$ cat src/rtl/fingerprint_nearest_match_assert.svh
// assertion macros for the fingerprint nearest-match block
`ifndef FINGERPRINT_NEAREST_MATCH_ASSERT_SVH
`define FINGERPRINT_NEAREST_MATCH_ASSERT_SVH

// same-cycle implication, off during reset
`define FNM_ASSERT_IMP(label, clk, rst_n, ante, cons) \
    label: assert property (@(posedge clk) disable iff (!(rst_n)) (ante) |-> (cons)) \
        else $error("fnm check failed: same-cycle implication");

// next-cycle implication, off during reset
`define FNM_ASSERT_NXT(label, clk, rst_n, ante, cons) \
    label: assert property (@(posedge clk) disable iff (!(rst_n)) (ante) |=> (cons)) \
        else $error("fnm check failed: next-cycle implication");

`endif

$ cat src/rtl/fnm_pkg.sv
// shared constants and types of the fingerprint nearest-match block
package fnm_pkg;

    localparam int TABLE_ENTRIES = 8;
    localparam int AP_COUNT      = 4;

    localparam int STR_W   = 12;
    localparam int POS_W   = 16;
    localparam int IDX_W   = 3;
    localparam int MATCH_W = 3;
    localparam int CFG_W   = 4;
    // abs difference fits STR_W bits, four of them need two more
    localparam int DIST_W  = STR_W + 2;

    localparam int SLOT_W = (TABLE_ENTRIES > 1) ? $clog2(TABLE_ENTRIES) : 1;
    localparam int LEVELS = (TABLE_ENTRIES > 1) ? $clog2(TABLE_ENTRIES) : 1;
    localparam int TREE_W = 1 << LEVELS;

    localparam int ADDR_W = 3;
    localparam int DATA_W = 32;
    localparam logic [ADDR_W-3:0] REG_ENTRIES_IN_USE = '0;

    typedef enum logic {
        OP_LOAD  = 1'b0,
        OP_QUERY = 1'b1
    } t_op;

    typedef logic signed [STR_W-1:0] t_str;
    typedef logic signed [POS_W-1:0] t_pos;

    typedef struct packed {
        logic              vld;
        logic [DIST_W-1:0] dsum;
        logic [SLOT_W-1:0] slot;
        t_pos              pos_x;
        t_pos              pos_y;
    } t_cand;

endpackage

$ cat src/rtl/fingerprint_nearest_match.sv
// top level of the fingerprint nearest-match block
// A load beat writes one table slot in the cycle it is taken; loads flow one per
// cycle while no query is in flight. A query beat passes through the query
// register, which also holds the pick of the dropped strength, a lane register
// per table slot that forms its distance, the levels of the registered minimum
// tree and the output register. The block takes no new beat from the query
// until its result beat is taken. The table sits in flip-flops with no reset;
// searching a slot that was never loaded gives undefined fields.
`include "fingerprint_nearest_match_assert.svh"

module fingerprint_nearest_match import fnm_pkg::*; (
    input  logic                i_clk,
    input  logic                i_rst_n,
    input  logic                i_valid,
    output logic                o_stall,
    input  logic                i_operation,
    input  logic [IDX_W-1:0]    i_entry_index,
    input  logic signed [POS_W-1:0] i_ref_pos_x,
    input  logic signed [POS_W-1:0] i_ref_pos_y,
    input  logic signed [STR_W-1:0] i_strength_a,
    input  logic signed [STR_W-1:0] i_strength_b,
    input  logic signed [STR_W-1:0] i_strength_c,
    input  logic signed [STR_W-1:0] i_strength_d,
    output logic                o_valid,
    input  logic                i_stall,
    output logic signed [POS_W-1:0] o_est_x,
    output logic signed [POS_W-1:0] o_est_y,
    output logic [MATCH_W-1:0]  o_match_slot,
    output logic                o_found,
    input  logic                psel,
    input  logic                penable,
    input  logic                pwrite,
    input  logic [ADDR_W-1:0]   paddr,
    input  logic [DATA_W-1:0]   pwdata,
    output logic [DATA_W-1:0]   prdata,
    output logic                pready
);

    logic [CFG_W-1:0]    r_entries;
    logic                r_busy;
    logic                r_q_vld;
    logic                r_lane_vld;
    logic                r_out_vld;
    t_str                r_q_str [AP_COUNT];
    logic [AP_COUNT-1:0] r_q_keep;
    t_str                r_tab_str [TABLE_ENTRIES][AP_COUNT];
    t_pos                r_tab_x [TABLE_ENTRIES];
    t_pos                r_tab_y [TABLE_ENTRIES];
    t_pos                r_out_x;
    t_pos                r_out_y;
    logic [MATCH_W-1:0]  r_out_slot;
    logic                r_out_found;

    t_str                w_in_str [AP_COUNT];
    logic [AP_COUNT-1:0] n_keep;
    logic                w_in_acc;
    logic                w_out_acc;
    logic                w_cfg_wr;
    t_cand               w_lane [TABLE_ENTRIES];
    logic                w_root_vld;
    t_cand               w_root;
    logic [MATCH_W+SLOT_W-1:0] w_slot_ext;

    assign w_in_str[0] = i_strength_a;
    assign w_in_str[1] = i_strength_b;
    assign w_in_str[2] = i_strength_c;
    assign w_in_str[3] = i_strength_d;

    assign w_in_acc  = i_valid && !o_stall;
    assign w_out_acc = o_valid && !i_stall;

    // configuration port
    assign pready   = 1'b1;
    assign w_cfg_wr = psel && penable && pwrite && pready
                   && (paddr[ADDR_W-1:2] == REG_ENTRIES_IN_USE);

    always_comb begin
        prdata = '0;
        if (paddr[ADDR_W-1:2] == REG_ENTRIES_IN_USE) begin
            prdata = DATA_W'(r_entries);
        end
    end

    // weakest strength is dropped, lowest index on a tie
    always_comb begin
        logic [1:0] low_ap;
        low_ap = '0;
        for (int k = 1; k < AP_COUNT; k++) begin
            if (w_in_str[k] < w_in_str[low_ap]) begin
                low_ap = 2'(k);
            end
        end
        n_keep = ~(AP_COUNT'(1) << low_ap);
    end

    always_ff @(posedge i_clk) begin
        if (!i_rst_n) begin
            r_entries  <= '0;
            r_busy     <= 1'b0;
            r_q_vld    <= 1'b0;
            r_lane_vld <= 1'b0;
            r_out_vld  <= 1'b0;
        end else begin
            if (w_cfg_wr) begin
                r_entries <= pwdata[CFG_W-1:0];
            end
            r_q_vld    <= w_in_acc && (i_operation == OP_QUERY);
            r_lane_vld <= r_q_vld;
            if (w_in_acc && (i_operation == OP_QUERY)) begin
                r_busy <= 1'b1;
            end else if (w_out_acc) begin
                r_busy <= 1'b0;
            end
            if (w_root_vld) begin
                r_out_vld <= 1'b1;
            end else if (w_out_acc) begin
                r_out_vld <= 1'b0;
            end
        end
    end

    // table writes and query capture
    always_ff @(posedge i_clk) begin
        if (w_in_acc && (i_operation == OP_QUERY)) begin
            r_q_str  <= w_in_str;
            r_q_keep <= n_keep;
        end
        for (int j = 0; j < TABLE_ENTRIES; j++) begin
            if (w_in_acc && (i_operation == OP_LOAD) && (int'(i_entry_index) == j)) begin
                r_tab_str[j] <= w_in_str;
                r_tab_x[j]   <= i_ref_pos_x;
                r_tab_y[j]   <= i_ref_pos_y;
            end
        end
    end

    for (genvar j = 0; j < TABLE_ENTRIES; j++) begin : g_lane
        fnm_lane u_lane (
            .i_clk     (i_clk),
            .i_active  (j < int'(r_entries)),
            .i_slot    (SLOT_W'(j)),
            .i_ref_str (r_tab_str[j]),
            .i_ref_x   (r_tab_x[j]),
            .i_ref_y   (r_tab_y[j]),
            .i_qry_str (r_q_str),
            .i_keep    (r_q_keep),
            .o_cand    (w_lane[j])
        );
    end

    fnm_merge u_merge (
        .i_clk   (i_clk),
        .i_rst_n (i_rst_n),
        .i_vld   (r_lane_vld),
        .i_cand  (w_lane),
        .o_vld   (w_root_vld),
        .o_cand  (w_root)
    );

    assign w_slot_ext = {MATCH_W'(0), w_root.slot};

    // empty search gives zero fields with found low
    always_ff @(posedge i_clk) begin
        if (w_root_vld) begin
            r_out_found <= w_root.vld;
            r_out_x     <= w_root.vld ? w_root.pos_x : '0;
            r_out_y     <= w_root.vld ? w_root.pos_y : '0;
            r_out_slot  <= w_root.vld ? w_slot_ext[MATCH_W-1:0] : '0;
        end
    end

    assign o_stall      = r_busy;
    assign o_valid      = r_out_vld;
    assign o_est_x      = r_out_x;
    assign o_est_y      = r_out_y;
    assign o_match_slot = r_out_slot;
    assign o_found      = r_out_found;

    `FNM_ASSERT_IMP(a_out_needs_busy, i_clk, i_rst_n, o_valid, r_busy)
    `FNM_ASSERT_IMP(a_root_only_when_free, i_clk, i_rst_n, w_root_vld, r_busy && !r_out_vld)
    `FNM_ASSERT_NXT(a_query_not_at_once, i_clk, i_rst_n,
                    w_in_acc && (i_operation == OP_QUERY), !o_valid && o_stall)
    `FNM_ASSERT_IMP(a_found_in_range, i_clk, i_rst_n, o_valid && o_found,
                    int'(o_match_slot) < int'(r_entries))

endmodule

$ cat src/rtl/fnm_lane.sv
// one distance lane: manhattan distance of the query to one table entry
module fnm_lane import fnm_pkg::*; (
    input  logic              i_clk,
    input  logic              i_active,
    input  logic [SLOT_W-1:0] i_slot,
    input  t_str              i_ref_str [AP_COUNT],
    input  t_pos              i_ref_x,
    input  t_pos              i_ref_y,
    input  t_str              i_qry_str [AP_COUNT],
    input  logic [AP_COUNT-1:0] i_keep,
    output t_cand             o_cand
);

    t_cand             r_cand;
    logic [DIST_W-1:0] n_dist;

    always_comb begin
        logic signed [STR_W:0] diff;
        logic [STR_W:0]        mag;
        n_dist = '0;
        for (int k = 0; k < AP_COUNT; k++) begin
            diff = $signed({i_ref_str[k][STR_W-1], i_ref_str[k]})
                 - $signed({i_qry_str[k][STR_W-1], i_qry_str[k]});
            mag  = diff[STR_W] ? (STR_W+1)'(0) - diff : diff;
            if (i_keep[k]) begin
                n_dist = n_dist + DIST_W'(mag[STR_W-1:0]);
            end
        end
    end

    always_ff @(posedge i_clk) begin
        r_cand.vld   <= i_active;
        r_cand.dsum  <= n_dist;
        r_cand.slot  <= i_slot;
        r_cand.pos_x <= i_ref_x;
        r_cand.pos_y <= i_ref_y;
    end

    assign o_cand = r_cand;

endmodule

$ cat src/rtl/fnm_merge.sv
// registered minimum tree over the lane results, earliest slot wins a tie
module fnm_merge import fnm_pkg::*; (
    input  logic  i_clk,
    input  logic  i_rst_n,
    input  logic  i_vld,
    input  t_cand i_cand [TABLE_ENTRIES],
    output logic  o_vld,
    output t_cand o_cand
);

    // heap layout: node 1 is the root, nodes from TREE_W up are the leaves
    t_cand             w_node [1:2*TREE_W-1];
    t_cand             r_node [1:TREE_W-1];
    logic [LEVELS-1:0] r_sr;

    function automatic t_cand pick(input t_cand lo, input t_cand hi);
        if (lo.vld && (!hi.vld || lo.dsum <= hi.dsum)) begin
            return lo;
        end
        return hi;
    endfunction

    always_comb begin
        for (int i = 1; i < TREE_W; i++) begin
            w_node[i] = r_node[i];
        end
        for (int j = 0; j < TREE_W; j++) begin
            if (j < TABLE_ENTRIES) begin
                w_node[TREE_W+j] = i_cand[j];
            end else begin
                w_node[TREE_W+j] = '0;
            end
        end
    end

    always_ff @(posedge i_clk) begin
        for (int i = 1; i < TREE_W; i++) begin
            r_node[i] <= pick(w_node[2*i], w_node[2*i+1]);
        end
    end

    always_ff @(posedge i_clk) begin
        if (!i_rst_n) begin
            r_sr <= '0;
        end else begin
            r_sr <= LEVELS'({r_sr, i_vld});
        end
    end

    assign o_vld  = r_sr[LEVELS-1];
    assign o_cand = r_node[1];

endmodule

$ cat config.mk
export PLATFORM = sky130hd
export DESIGN_NAME = fingerprint_nearest_match
export DESIGN_NICKNAME = d
export VERILOG_FILES = /design/src/rtl/fnm_pkg.sv /design/src/rtl/fingerprint_nearest_match.sv /design/src/rtl/fnm_lane.sv /design/src/rtl/fnm_merge.sv
export VERILOG_INCLUDE_DIRS = /design/src /design/src/rtl
export SDC_FILE = /design/constraint.sdc
export NUM_CORES = 2
export LEC_CHECK = 0
export ABC_CLOCK_PERIOD_IN_PS = 9000
export BUFFER_PORTS_ARGS = -buffer_cell sky130_fd_sc_hd__clkbuf_2
export CORE_ASPECT_RATIO = 1.4
export CORE_UTILIZATION = 38
export CTS_BUF_LIST = sky130_fd_sc_hd__clkbuf_16
export CTS_CLUSTER_SIZE = 25
export DETAILED_ROUTE_END_ITERATION = 6
export GPL_TIMING_DRIVEN = 0
export PLACE_DENSITY_LB_ADDON = 0.3
export SLEW_MARGIN = 20
export SYNTH_ARGS = -nofsm -noshare
export SYNTH_HDL_FRONTEND = slang
export SYNTH_HIERARCHICAL = 1
export SYNTH_SLANG_ARGS = --single-unit
export TNS_END_PERCENT = 30
$ cat constraint.sdc
create_clock -name i_clk -period 9 [get_ports i_clk]
set_input_delay 0.45 -clock i_clk [delete_from_list [all_inputs] [get_ports i_clk]]
set_output_delay 0.45 -clock i_clk [all_outputs]
set_load 0.02 [all_outputs]
==> metrics.md <==
| Metric | Value |
|---|---|
| Wire length per cell | 22.3 µm |
| Die H | 581 µm |
| Hold_ws | 0.0305 ns |
| Via/cell ratio | 5.44 |
| Layout Nets | 10900 |
| Worst r2r path cells | 33 |
| Leakage power | 43.2 nW |
| Layout Skew | 0.0998 ns |
| Mean Syn Cell Area | 9.65 µm² |
| Boundary pin count | 197 |
| Reg2Reg Launch Point | r_q_str[27]$_DFFE_PP_ |
| Maximum number of pins on one net before global-route repair | 32 |
| Number of max-cap violations | 0 |
| Switching portion of total power | 38.3% |
| Slowest cell on crit path | edfxtp_1 |
| Highest-count cells in the layout ignoring fill and taps | 1232 x inv_1, 835 x ha_1, 746 x dfxtp_1, 728 x edfxtp_1, 640 x nor2_1 |
| Antenna violations before repair | 8 |
| HPWL Detailed | 236000 µm |
| CP Capture Type | register |
| First-pass GRT wire length | 430000 µm |
| Final WL | 293000 µm |
| Drt pass-1 iters | 6 |
| Clock transition at path regs | 0.07 ns |
| Number of global-route vias before repair | 69700 |
| Mapped Area | 91000 µm² |
| Skew-Pair Late Insertion Delay | 0.86 ns |
| GRT Util Overall | 23.6% |
| Via count | 71300 |
| CP peak stage delay | 0.90 ns |
| Flop2flop setup slack | 0.48 ns |
| Layout cells sized above 1 | 8.94% |
| RSZ-0062 raised after global routing | yes |
| Hold path cells | 1 |
| Hold endpoint | r_tab_x[0][41]$_DFFE_PP_ |
| CP Launch Type | register |
| Logic pwr share | 40.9% |
| Total Die Area | 242000 µm² |
| Post-Syn Instances | 9431 |
| Crit Path Category | reg2reg |
| Worst Path Required | 9.68 ns |
| Chip width | 416 µm |
| PwrDens | 247 nW/µm² |
| Delay-heaviest family, CP | compound AO/OA/AOI/OAI gates |
| Area of the core | 238000 µm² |
| Area grow syn2layout | 12.4% |
| TritonCTS Buffers | 162 |
| Fin crit share | 94.6% |
| WP buf/inv | 2 |
| Row Count | 212 |
| Sequential cell area | 36800 µm² |
| Synth Warn # | 6 |
| RR Endpoint | g_lane[1].u_lane/o_cand[48]$_DFF_P_ |
| Most common cell after layout, fill and taps aside | inv_1 |
| Worst Max-Slew Pin Slew | 1.23 ns |
| CTS root buffer | clkbuf_16 |
| Power Total | 25.2 mW |
| Final Slew Violations | 0 |
| DR iter-0 viols | 4561 |
| Setup tns final | 0 ns |
| DRC viols | 0 |
| TritonCTS clock tree | done |
| Routed Antenna Nets | 0 |
| F_max | 117 MHz |
| Area of the multi-input gates | 48300 µm² |
| H-tree Lvls | 4 |
| Status | completed |
| CTS Sinks | 1475 |
| Reg power frac | 33.7% |
| Critical Path Stages | 33 |
| Worst VDD drop | 0.165 mV |
| CTS Buffer Depth | 4 |
| HP Class | in2reg |
| Fillcell total | 22800 |
| Clock power frac | 25.3% |
| Crit Path Max Fanout | 10 |
| Final hold vios | 0 |
| Min-delay src | i_ref_pos_x[9] |
| Crit path DAT | 9.20 ns |
| Remaining global-route overflow | 0 |
| Critical Path Most Common Cell | ha_1 |
| Routability cong. | 0.931 |
| Internal power | 15.6 mW |
| Sw power | 9.66 mW |
| Setup violators final | 0 |
| Rel. slew slack | 17.1% |
| Port buffer count | 137 |
| Final Critical Period | 8.52 ns |
| Starting density of the core | 38.2% |
[layer usage]
metal  vias to the layer above  track usage [%]  wire length [µm]
met5                         -                0                70
li1                      34600                -                 -
met1                     34200             26.0            113000
met2                      1819             43.1            148000
met3                       633             2.52             11300
met4                         8             14.4             20400
[how the worst max path moves through the flow]
stage | start | endpoint
final | r_q_str[27]$_DFFE_PP_ | g_lane[1].u_lane/o_cand[48]$_DFF_P_
after global routing | r_q_str[24]$_DFFE_PP_ | g_lane[6].u_lane/o_cand[48]$_DFF_P_
after CTS | r_q_str[36]$_DFFE_PP_ | g_lane[6].u_lane/o_cand[48]$_DFF_P_
after detailed placement | r_q_str[24]$_DFFE_PP_ | g_lane[1].u_lane/o_cand[48]$_DFF_P_
after global placement | i_valid | r_tab_str[1][46]$_DFFE_PP_
after floorplan | r_q_str[25]$_DFFE_PP_ | g_lane[1].u_lane/o_cand[48]$_DFF_P_
[through the flow]
step / util [%] / instances / setup slack [ns] / cell area, µm²
3_5_place_dp: 40.6 / 12800 / 0.0750 / 96700
6_report: 42.9 / 13100 / 0.482 / 102000
2_1_floorplan: - / 9482 / 1.80 / 91200
4_1_cts: 42.8 / 13100 / 0.101 / 102000
5_1_grt: 42.9 / 13100 / -0.0362 / 102000
3_3_place_gp: 40.2 / 12700 / -3.55 / 95800
[flip-flops by register name (all words and copies together), names as in the netlist, 3 cells and up]
register / count
r_entries: 4
r_tab_x: 128
o_est_y: 16
o_est_x: 16
u_merge/r_node: 336
r_tab_y: 128
r_q_keep: 4
o_match_slot: 3
u_merge/r_sr: 3
r_tab_str: 384
g_lane.u_lane/o_cand: 400
r_q_str: 48
[power by group through the flow]
stage          combinational, mW  clock, mW  sequential [mW]
3_5_place_dp                10.1          0             8.68
5_1_grt                     11.4       6.81             8.53
3_3_place_gp                9.91          0             8.71
4_1_cts                     10.2       6.55             8.53
2_1_floorplan               7.47          0             8.15
6_report                    10.3       6.40             8.52
[area by class of cell]
class                           count  area share (%)
Buffer                            339            1.68
Antenna cell                        4         0.00979
Timing Repair Buffer              231            1.91
Multi-Input combinational cell   6464            47.3
Clock inverter                    124           0.881
Inverter                         1204            4.42
Tap cell                         3103            3.80
Sequential cell                  1475            36.0
Clock buffer                      166            4.06
[what timing repair did]
action                                  4_1_cts  5_1_grt
hold endpoints to repair                    103        0
gates resized for setup                       0       35
pin swaps                                     0        1
hold buffers                                 28        0
endpoints found under the setup margin        1       23
setup buffers                                 3        9
Power figures use the tool's default switching activity.
